===== config.mk =====
export PLATFORM = sky130hd
export DESIGN_NAME = lts_ctrl
export DESIGN_NICKNAME = d
export VERILOG_FILES = /design/src/rtl/lts_pkg.sv /design/src/rtl/lts_ctrl.sv
export SDC_FILE = /design/constraint.sdc
export NUM_CORES = 1
export LEC_CHECK = 0
export ABC_AREA = 1
export CORE_MARGIN = 1.5
export CORE_UTILIZATION = 60
export CTS_BUF_LIST = sky130_fd_sc_hd__clkbuf_2 sky130_fd_sc_hd__clkbuf_4 sky130_fd_sc_hd__clkbuf_8
export DETAILED_ROUTE_END_ITERATION = 8
export DONT_BUFFER_PORTS = 1
export PLACE_DENSITY_LB_ADDON = 0.05
export SYNTH_ARGS = -nofsm -noshare
export SYNTH_HDL_FRONTEND = slang
export SYNTH_SLANG_ARGS = --single-unit

===== constraint.sdc =====
create_clock -name clk -period 1.6 [get_ports clk]
set_input_delay 0.16 -clock clk [delete_from_list [all_inputs] [get_ports clk]]
set_output_delay 0.16 -clock clk [all_outputs]
set_load 0.02 [all_outputs]

===== src/rtl/lts_pkg.sv =====
// Shared constants, codes and controller/datapath interface structs for the
// layered topological sort unit. No dependencies.
package lts_pkg;

	localparam int NODE_MAX   = 256;
	localparam int EDGE_DEPTH = 1024;
	localparam int NODE_W     = 8;
	localparam int CNT_W      = 9;
	localparam int EIDX_W     = 11;
	localparam int EADDR_W    = 10;

	localparam logic [2:0] OP_ADD   = 3'd0;
	localparam logic [2:0] OP_SORT  = 3'd1;
	localparam logic [2:0] OP_QNODE = 3'd2;
	localparam logic [2:0] OP_QPRED = 3'd3;
	localparam logic [2:0] OP_CLEAR = 3'd4;

	localparam logic [2:0] ST_OK     = 3'd0;
	localparam logic [2:0] ST_FULL   = 3'd1;
	localparam logic [2:0] ST_DUP    = 3'd2;
	localparam logic [2:0] ST_UNPL   = 3'd3;
	localparam logic [2:0] ST_SOURCE = 3'd4;
	localparam logic [2:0] ST_SLOT   = 3'd5;
	localparam logic [2:0] ST_BAD    = 3'd6;

	typedef enum logic [2:0] {
		RES_ZERO,
		RES_BAD,
		RES_ADD,
		RES_SORT,
		RES_NODE,
		RES_PRED
	} res_sel_t;

	typedef struct packed {
		logic     cap;
		logic     eidx_clr;
		logic     eidx_inc;
		logic     edge_rd;
		logic     edge_wr;
		logic     clr_all;
		logic     dup_clr;
		logic     dup_chk;
		logic     vidx_clr;
		logic     vidx_inc;
		logic     pend_clr_wr;
		logic     pend_rd;
		logic     pend_rd_to;
		logic     pend_inc_wr;
		logic     pend_dec_wr;
		logic     placed_clr;
		logic     tail_clr;
		logic     push;
		logic     push_to;
		logic     head_clr;
		logic     q_rd;
		logic     lay_clr;
		logic     lay_inc;
		logic     lay_open;
		logic     place;
		logic     deg_clr;
		logic     deg_chk;
		logic     lp_rd;
		logic     lp_pred;
		logic     res_we;
		res_sel_t res_sel;
	} cmd_t;

	typedef struct packed {
		logic [2:0] op;
		logic       a_bad;
		logic       b_bad;
		logic       eidx_end;
		logic       vidx_last;
		logic       vidx_end;
		logic       head_eq_tail;
		logic       head_eq_end;
		logic       cnt_hit;
		logic       walk_hit;
		logic       pend_zero;
		logic       pend_one;
	} sts_t;

endpackage


===== src/rtl/lts_ctrl.sv =====
// Sequencing state machine for the layered topological sort unit.
// Depends on lts_pkg for op codes and the command/status structs.
module lts_ctrl (
	input  logic          clk,
	input  logic          arst_n,
	input  logic          start,
	input  lts_pkg::sts_t sts,
	output lts_pkg::cmd_t cmd,
	output logic          busy
);

	typedef enum logic [4:0] {
		S_IDLE, S_DEC,
		S_ADD_RD, S_ADD_EV, S_ADD_FIN,
		S_CLR, S_CNT_RD, S_CNT_EV, S_CNT_WR,
		S_SRC_RD, S_SRC_EV,
		S_LAY, S_T_RD, S_T_EV, S_W_RD, S_W_EV, S_W_WR, S_SORT_FIN,
		S_Q_RD, S_Q_EV, S_Q_FIN, S_Q_RES
	} state_t;

	state_t state_q, state_d;

	always_ff @(posedge clk or negedge arst_n) begin
		if (!arst_n) begin
			state_q <= S_IDLE;
		end else begin
			state_q <= state_d;
		end
	end

	assign busy = (state_q != S_IDLE);

	always_comb begin
		cmd     = '0;
		state_d = state_q;
		unique case (state_q)
			S_IDLE: begin
				if (start) begin
					cmd.cap = 1'b1;
					state_d = S_DEC;
				end
			end
			S_DEC: begin
				state_d = S_IDLE;
				priority if (sts.op == lts_pkg::OP_ADD) begin
					if (sts.a_bad || sts.b_bad) begin
						cmd.res_we  = 1'b1;
						cmd.res_sel = lts_pkg::RES_BAD;
					end else begin
						cmd.eidx_clr = 1'b1;
						cmd.dup_clr  = 1'b1;
						state_d      = S_ADD_RD;
					end
				end else if (sts.op == lts_pkg::OP_SORT) begin
					cmd.vidx_clr   = 1'b1;
					cmd.placed_clr = 1'b1;
					state_d        = S_CLR;
				end else if (sts.op == lts_pkg::OP_QNODE || sts.op == lts_pkg::OP_QPRED) begin
					if (sts.a_bad) begin
						cmd.res_we  = 1'b1;
						cmd.res_sel = lts_pkg::RES_BAD;
					end else begin
						cmd.eidx_clr = 1'b1;
						cmd.deg_clr  = 1'b1;
						state_d      = S_Q_RD;
					end
				end else if (sts.op == lts_pkg::OP_CLEAR) begin
					cmd.clr_all = 1'b1;
					cmd.res_we  = 1'b1;
					cmd.res_sel = lts_pkg::RES_ZERO;
				end else begin
					cmd.res_we  = 1'b1;
					cmd.res_sel = lts_pkg::RES_ZERO;
				end
			end
			S_ADD_RD: begin
				if (sts.eidx_end) begin
					state_d = S_ADD_FIN;
				end else begin
					cmd.edge_rd = 1'b1;
					state_d     = S_ADD_EV;
				end
			end
			S_ADD_EV: begin
				cmd.dup_chk  = 1'b1;
				cmd.eidx_inc = 1'b1;
				state_d      = S_ADD_RD;
			end
			S_ADD_FIN: begin
				cmd.edge_wr = 1'b1;
				cmd.res_we  = 1'b1;
				cmd.res_sel = lts_pkg::RES_ADD;
				state_d     = S_IDLE;
			end
			S_CLR: begin
				cmd.pend_clr_wr = 1'b1;
				cmd.vidx_inc    = 1'b1;
				if (sts.vidx_last) begin
					cmd.eidx_clr = 1'b1;
					state_d      = S_CNT_RD;
				end
			end
			S_CNT_RD: begin
				if (sts.eidx_end) begin
					cmd.vidx_clr = 1'b1;
					cmd.tail_clr = 1'b1;
					state_d      = S_SRC_RD;
				end else begin
					cmd.edge_rd = 1'b1;
					state_d     = S_CNT_EV;
				end
			end
			S_CNT_EV: begin
				if (sts.cnt_hit) begin
					cmd.pend_rd    = 1'b1;
					cmd.pend_rd_to = 1'b1;
					state_d        = S_CNT_WR;
				end else begin
					cmd.eidx_inc = 1'b1;
					state_d      = S_CNT_RD;
				end
			end
			S_CNT_WR: begin
				cmd.pend_inc_wr = 1'b1;
				cmd.eidx_inc    = 1'b1;
				state_d         = S_CNT_RD;
			end
			S_SRC_RD: begin
				if (sts.vidx_end) begin
					cmd.head_clr = 1'b1;
					cmd.lay_clr  = 1'b1;
					state_d      = S_LAY;
				end else begin
					cmd.pend_rd = 1'b1;
					state_d     = S_SRC_EV;
				end
			end
			S_SRC_EV: begin
				cmd.push     = sts.pend_zero;
				cmd.vidx_inc = 1'b1;
				state_d      = S_SRC_RD;
			end
			S_LAY: begin
				if (sts.head_eq_tail) begin
					state_d = S_SORT_FIN;
				end else begin
					cmd.lay_open = 1'b1;
					state_d      = S_T_RD;
				end
			end
			S_T_RD: begin
				if (sts.head_eq_end) begin
					cmd.lay_inc = 1'b1;
					state_d     = S_LAY;
				end else begin
					cmd.q_rd = 1'b1;
					state_d  = S_T_EV;
				end
			end
			S_T_EV: begin
				cmd.place    = 1'b1;
				cmd.eidx_clr = 1'b1;
				state_d      = S_W_RD;
			end
			S_W_RD: begin
				if (sts.eidx_end) begin
					state_d = S_T_RD;
				end else begin
					cmd.edge_rd = 1'b1;
					state_d     = S_W_EV;
				end
			end
			S_W_EV: begin
				if (sts.walk_hit) begin
					cmd.pend_rd    = 1'b1;
					cmd.pend_rd_to = 1'b1;
					state_d        = S_W_WR;
				end else begin
					cmd.eidx_inc = 1'b1;
					state_d      = S_W_RD;
				end
			end
			S_W_WR: begin
				cmd.pend_dec_wr = !sts.pend_zero;
				cmd.push        = sts.pend_one;
				cmd.push_to     = 1'b1;
				cmd.eidx_inc    = 1'b1;
				state_d         = S_W_RD;
			end
			S_SORT_FIN: begin
				cmd.res_we  = 1'b1;
				cmd.res_sel = lts_pkg::RES_SORT;
				state_d     = S_IDLE;
			end
			S_Q_RD: begin
				if (sts.eidx_end) begin
					state_d = S_Q_FIN;
				end else begin
					cmd.edge_rd = 1'b1;
					state_d     = S_Q_EV;
				end
			end
			S_Q_EV: begin
				cmd.deg_chk  = 1'b1;
				cmd.eidx_inc = 1'b1;
				state_d      = S_Q_RD;
			end
			S_Q_FIN: begin
				cmd.lp_rd   = 1'b1;
				cmd.lp_pred = (sts.op == lts_pkg::OP_QPRED);
				state_d     = S_Q_RES;
			end
			S_Q_RES: begin
				cmd.res_we  = 1'b1;
				cmd.res_sel = (sts.op == lts_pkg::OP_QPRED) ? lts_pkg::RES_PRED
					: lts_pkg::RES_NODE;
				state_d     = S_IDLE;
			end
			default: begin
				state_d = S_IDLE;
			end
		endcase
	end

endmodule


==> results of run 1 <==
## timing repair
action                                  in CTS
endpoints found under the setup margin      24
buffers inserted                             3
pin swaps                                    8
cloned                                       0
gates resized for setup                     38
hold buffers                                 1
endpoints found under the hold margin        5
## through the flow
step           hold slack (ps)  setup TNS (ps)
2_1_floorplan             -136           -11.9
3_3_place_gp              -136               0
3_5_place_dp              -136               0
4_1_cts                    137            -126
## logic make-up after synthesis
group | synth area share (%)
compound gates | 8.42
buf+inv | 16.4
simple gates | 61.2
flops | 14.0
==> impl_metrics.json, run 1 <==
{
  "synth_flop_cell": "dfrtp_1",
  "ys_warn_count": 0,
  "numCtsBuffers": 3,
  "haltStage": "5_1_grt",
  "syn-num-nets": 187,
  "pre_cts_ws_ps": 56.7,
  "synth.distinct_cells": 25,
  "yosysTopAreaCell": "nand2_1",
  "synth_cells": 170,
  "ctsRootBufferMaster": "clkbuf_4",
  "die_x_um": 41.6,
  "placementRows": 13,
  "synth_most_common_cell": "nand2_1",
  "synth-seq-cells": 5,
  "yosysSeqAreaShare_pct": 14.0,
  "port_buffers": 0,
  "status": "stopped before the end",
  "clockBufferDepth": 2,
  "synth_top_cell_area_share_pct": 15.6,
  "start_util_pct": 66.1,
  "synth-edff-count": 0,
  "placed_cells_incl_taps": 207,
  "synthArstFlopShare_pct": 100,
  "grt_max_degree": 8,
  "dp.final_hpwl_um": 2400,
  "first-error": "[ERROR DPL-0038] Utilization greater than 100%, impossible to legalize",
  "cts.htree.levels": 1,
  "cts.sinks": 5,
  "timing.worst_endpoint.kind": "primary output",
  "place_area_sq_mm": 0.00108,
  "gp_congestion": 0.981,
  "io_pins": 51,
  "worst_endpoint": "cmd[3]",
  "syn_area_per_cell_sq_um": 5.25,
  "yosys-top-cells-area": "nand2_1, dfrtp_1, nor2_1",
  "fp.dieH_um": 41.6,
  "synth_commonest_cells": "nand2_1, nor2_1, inv_1",
  "netlist_area_sq_um": 892
}
==> inputs of run 2 (changes only) <==
==> config.mk (replaced) <==
export PLATFORM = sky130hd
export DESIGN_NAME = lts_ctrl
export DESIGN_NICKNAME = d
export VERILOG_FILES = /design/src/rtl/lts_pkg.sv /design/src/rtl/lts_ctrl.sv
export SDC_FILE = /design/constraint.sdc
export NUM_CORES = 1
export LEC_CHECK = 0
export ABC_AREA = 1
export CORE_AREA = 2 2 63 65
export DETAILED_ROUTE_END_ITERATION = 8
export DIE_AREA = 0 0 65 67
export DONT_BUFFER_PORTS = 1
export PLACE_DENSITY_LB_ADDON = 0.15
export SYNTH_ARGS = -nofsm -noshare
export SYNTH_HDL_FRONTEND = slang
export SYNTH_SLANG_ARGS = --single-unit
==> run 2 against run 1 <==
- the flow now finishes, with violations (negative setup slack)
- area after synthesis unchanged
- synthesized cell count unchanged
==> impl_metrics.json, run 2 <==
{
  "status": "complete, but fails checks",
  "violations": "negative setup slack",
  "ys_warn_count": 0,
  "final_common_cell": "buf_4",
  "ctsRootBufferMaster": "clkbuf_8",
  "muxShareOfSynthArea_pct": 0,
  "synth-compound-area-share_pct": 8.42,
  "power_per_cell_area_mw_per_mm2": 1420,
  "synth-seq-cells": 5,
  "antenna_left": 0,
  "synth_most_common_cell": "nand2_1",
  "syn_area_per_cell_sq_um": 5.25,
  "port_buffers": 0,
  "final.setup.worst_slack_ps": -120,
  "drive_above_1_share_pct": 52.7,
  "clockBufferDepth": 2,
  "startpoint_type": "register",
  "syn-num-nets": 187,
  "synth_cells": 170,
  "drt-vias-per-instance": 4.86,
  "fp.dieH_um": 67,
  "routed_wl_um": 3710,
  "p_leak_nw": 0.858,
  "pre_cts_ws_ps": 55.3,
  "place_area_sq_mm": 0.00118,
  "drv_cap": 0,
  "first_pass_iters": 4,
  "synth_commonest_cells": "nand2_1, nor2_1, inv_1",
  "synth_simple_gate_area_share_pct": 61.2,
  "finalHoldViolations": 0,
  "final_cell_mix": "buf_4, nand2_1, inv_1, nor2_1, nand3_1",
  "top_regs": "state_q (5)",
  "rr_worst_depth": 9,
  "top_register": "state_q",
  "finish.utilization_pct": 45.6,
  "die_area_sq_mm": 0.00436,
  "crit_fanout": 5,
  "max_freq_mhz": 581,
  "synth_top_family_by_area": "simple AND/OR/NAND/NOR gates",
  "yosysTopAreaCell": "nand2_1",
  "critical_path_arrival_ps": 1560,
  "setup_tns_ps": -947,
  "hold_ws_ps": 131,
  "antenna_found_initial": 0,
  "slew_viol_final": 0,
  "synth_flop_cell": "dfrtp_1",
  "clk_pin_slew_ps": 40,
  "grt_usage_pct": 15.9,
  "core_sq_mm": 0.00361,
  "synth.distinct_cells": 25,
  "cts.htree.levels": 1,
  "busiest_layer": "met2",
  "remaining_drc_errors": 0,
  "cts_tree": "yes",
  "rsz0062_at_grt": "true",
  "overflow": 0,
  "path_class": "register to output port",
  "antenna_cells": 0,
  "fin_area_sq_mm": 0.00165,
  "io_pins": 51,
  "final_cells": 268,
  "placed_cells_incl_taps": 245,
  "met2_usage_pct": 27.8,
  "gp_congestion": 0.924,
  "crit_required_ps": 1440,
  "synthToLayoutAreaGrowth_pct": 84.4,
  "start_util_pct": 24.7,
  "synthArstFlopShare_pct": 100,
  "period_share_pct": 108,
  "netlist_area_sq_um": 892,
  "endpoint_kind": "output port",
  "finalPower_mw": 2.33,
  "yosys.area_share.adder_pct": 0,
  "fill_cells": 352,
  "synth-edff-count": 0,
  "numCtsBuffers": 3,
  "yosys-top-cells-area": "nand2_1, dfrtp_1, nor2_1",
  "synth_top_cell_area_share_pct": 15.6,
  "grt_max_degree": 10,
  "use_met3_pct": 2.87,
  "period_minus_slack_ps": 1720,
  "die_x_um": 65,
  "yosysSeqAreaShare_pct": 14.0,
  "grt_pass1_wl_um": 5390,
  "clk_latency_ps": 220,
  "fin_skew_ps": 0.390,
  "vias": 1303,
  "hp-class": "input port to register",
  "largest_reg_flops": 5,
  "holdPathStages": 2,
  "nNetsFinal": 238,
  "slew_headroom_pct": 81.2,
  "grt_pass1_vias": 1212,
  "yosys.area_share.xor_xnor_pct": 0,
  "drt_iter0_drc": 60,
  "wl_per_cell_um": 13.9,
  "setup_viol": 17,
  "dp.final_hpwl_um": 2770,
  "placementRows": 22,
  "cts.sinks": 5,
  "worst_slew_pin_slew_ps": 281,
  "met1_usage_pct": 19.5,
  "vdd_drop_max_mv": 0.606
}
## run 2: logic make-up (layout without fill, tap and decap cells)
kind of cell,count (synthesis),in the layout
buf+inv,36,86
compound gates,13,13
flops,5,5
simple gates,116,116
## run 2: repair_timing
action                                 in CTS  in global routing
setup buffers                               3                 16
pin swaps                                   3                 18
setup endpoints to repair                  20                 26
endpoints found under the hold margin       5                  0
hold buffers                                1                  0
gates resized for setup                    21                 63
## run 2: critical path: stages, from the launching register on
cell and delay [ps]:
dfrtp_2 450, buf_6 150, nor2_4 200, nand2_4 100, nor2_4 150, inv_2 70, nor2_4 100, buf_6 120
## run 2: path summary, 6_finish.rpt
kind                            slack (ps)        from    endpoint
worst max-delay path                  -120  state_q[3]     cmd[18]
worst min-delay path                   130       start  state_q[1]
worst max register to register          70  state_q[2]  state_q[0]
worst min register to register         640  state_q[1]  state_q[4]
max in group asynchronous             1160      arst_n  state_q[3]
min in group asynchronous              230      arst_n  state_q[0]
## run 2: routing by layer
metal / wire, um / part of all wire [%] / vias up
met4: 46 / 1.2 / 0
li1: - / - / 643
met1: 1440 / 39 / 605
met2: 1960 / 53 / 50
met5: 0 / 0 / -
met3: 266 / 7.2 / 5
## run 2: layout make-up
cell class / count / area, sq um / share of cell area (%)
inverter: 34 / 135 / 8.21
tap: 48 / 60.1 / 3.65
clock buffer: 4 / 45.0 / 2.74
multi-input combinational: 129 / 855 / 51.9
sequential: 5 / 130 / 7.91
timing repair buffer: 48 / 420 / 25.6
## run 2: power breakdown
group,leakage [nW],internal [mW],switching [mW]
clock network,0.0228,0.171,0.0610
registers,0.0606,0.184,0.111
logic,0.775,0.718,1.09
Power figures use the tool's default switching activity.
==> inputs of run 3 (changes only) <==
==> constraint.sdc (replaced) <==
create_clock -name clk -period 1.6 [get_ports clk]
set_input_delay 0.48 -clock clk [delete_from_list [all_inputs] [get_ports clk]]
set_output_delay 0.48 -clock clk [all_outputs]
set_load 0.02 [all_outputs]
==> run 3 against run 2 <==
- the flow still finishes with violations (negative setup slack)
- die area stayed put
- first-iteration DRC count is 62% lower
- global-route usage is 3.2 points higher
- largest power group unchanged
- highest routed layer unchanged
==> impl_metrics.json, run 3 (synthesis results as in run 2) <==
{
  "wl_per_cell_um": 13.7,
  "r2r_slack_ps": -160,
  "vias": 1370,
  "min_from": "start",
  "die_x_um": 65,
  "rr_worst_depth": 10,
  "placementRows": 22,
  "max_freq_mhz": 516,
  "fin_skew_ps": 0.201,
  "path_class": "register to output port",
  "top_register": "state_q",
  "core_sq_mm": 0.00361,
  "overflow": 0,
  "clk_latency_ps": 220,
  "die_area_sq_mm": 0.00436,
  "ctsRootBufferMaster": "clkbuf_8",
  "fp.dieH_um": 67,
  "slew_headroom_pct": 80.9,
  "antenna_left": 0,
  "port_buffers": 0,
  "drv_cap": 0,
  "io_pins": 51,
  "nNetsFinal": 262,
  "period_share_pct": 121,
  "synthToLayoutAreaGrowth_pct": 114,
  "crit_fanout": 4,
  "final_cell_mix": "buf_4, nand2_1, nor2_4, inv_1, nor2_1",
  "cts.htree.levels": 1,
  "start_util_pct": 24.7,
  "grt_pass1_wl_um": 6310,
  "cts.sinks": 5,
  "final.setup.worst_slack_ps": -337,
  "remaining_drc_errors": 0,
  "grt_max_degree": 9,
  "hold_end": "state_q[1]",
  "largest_reg_flops": 5,
  "endpoint_kind": "output port",
  "clockBufferDepth": 2,
  "finalPower_mw": 2.58,
  "crit_required_ps": 1120,
  "status": "complete, but fails checks",
  "rr_endpoint": "state_q[0]",
  "setup_viol": 36,
  "power_per_cell_area_mw_per_mm2": 1350,
  "period_minus_slack_ps": 1940,
  "cts_tree": "yes",
  "cp_cell_sequence": "inv_4 -> nor3_4 -> nand2_2 -> a31oi_2 -> buf_4",
  "final_common_cell": "buf_4",
  "gp_congestion": 0.952,
  "routed_wl_um": 4010,
  "clk_pin_slew_ps": 30,
  "slew_viol_final": 0,
  "rr_startpoint": "state_q[3]",
  "p_leak_nw": 0.978,
  "holdPathStages": 2,
  "drt_iter0_drc": 23,
  "setup_tns_ps": -7970,
  "violations": "negative setup slack",
  "numCtsBuffers": 3,
  "finish.utilization_pct": 53.1,
  "top_regs": "state_q (5)",
  "worst_slew_pin_slew_ps": 286,
  "critical_path_arrival_ps": 1460,
  "antenna_found_initial": 0,
  "worst_path_largest_cell_delay_ps": 420,
  "fill_cells": 359,
  "dp.final_hpwl_um": 3280,
  "first_pass_iters": 4,
  "startpoint_type": "register",
  "slowest_stage": "dfrtp_2",
  "vdd_drop_max_mv": 0.914,
  "antenna_cells": 0,
  "drive_above_1_share_pct": 62.3,
  "drt-vias-per-instance": 4.69,
  "grt_pass1_vias": 1341,
  "grt_usage_pct": 19.2,
  "rsz0062_at_grt": "true",
  "finalHoldViolations": 0,
  "hp-class": "input port to register"
}
-- run 3: cell types whose count changed in the layout (fill, tap and decap cells not counted), moves of 2 or more --
cell and change:
nor2_2 -6, inv_1 -5, nand2_4 +3, buf_4 +25, o21ai_4 +2, nand2_1 -3, nor2_4 +7, o21ai_2 -2
inv_4 +2
-- run 3: worst max path at each step --
stage	depth (start not counted)	slack (ps)	end	startpoint
final	5	-340	cmd[29]	state_q[2]
after global routing	6	-400	cmd[3]	state_q[2]
after CTS	5	-310	cmd[29]	state_q[2]
after detailed placement	4	-170	cmd[29]	state_q[3]
after global placement	5	-150	cmd[10]	state_q[0]
after floorplan	7	-120	cmd[13]	state_q[4]
-- run 3: layer usage --
layer / wire length (um) / track usage, % / vias to the layer above
met5: 0 / 0 / -
met4: 65 / 7.45 / 0
met3: 238 / 2.53 / 6
met2: 2150 / 35.3 / 47
met1: 1560 / 22.3 / 625
li1: - / - / 692
-- run 3: critical path: cells and delay by family, from the launching register on --
kind | cells | cell delay, ps
buf+inv | 2 | 230
compound gates | 1 | 160
simple gates | 2 | 430
flops | 1 | 420
-- run 3: where the power goes --
| part | internal, mW | switching [mW] | total [mW] | leakage (nW) |
|---|---|---|---|---|
| combinational | 0.831 | 1.21 | 2.04 | 0.897 |
| clock | 0.171 | 0.0563 | 0.227 | 0.0228 |
| sequential | 0.185 | 0.125 | 0.310 | 0.0590 |
-- run 3: cell type report --
type                       count  area, sq um  area share [%]
sequential                     5          131            6.87
multi-input combinational    129          940            49.1
tap                           48         60.1            3.14
timing repair buffer          72          588            30.7
clock buffer                   4         45.0            2.35
inverter                      34          149            7.78
-- run 3: through the flow --
stage	instance area (sq um)	hold WS, ps	instances	setup WS, ps
after floorplan	1030	184	170	-117
after global placement	1520	185	275	-151
after detailed placement	1520	185	275	-166
after CTS	1820	452	289	-309
after global routing	1910	476	292	-403
final	1910	456	292	-337
-- run 3: timing repair --
action                                 in CTS  in global routing
setup buffers                               9                  3
hold buffers                                1                  0
pin swaps                                  16                  5
endpoints found under the hold margin       5                  0
gates resized for setup                    55                 17
setup endpoints to repair                  36                 38
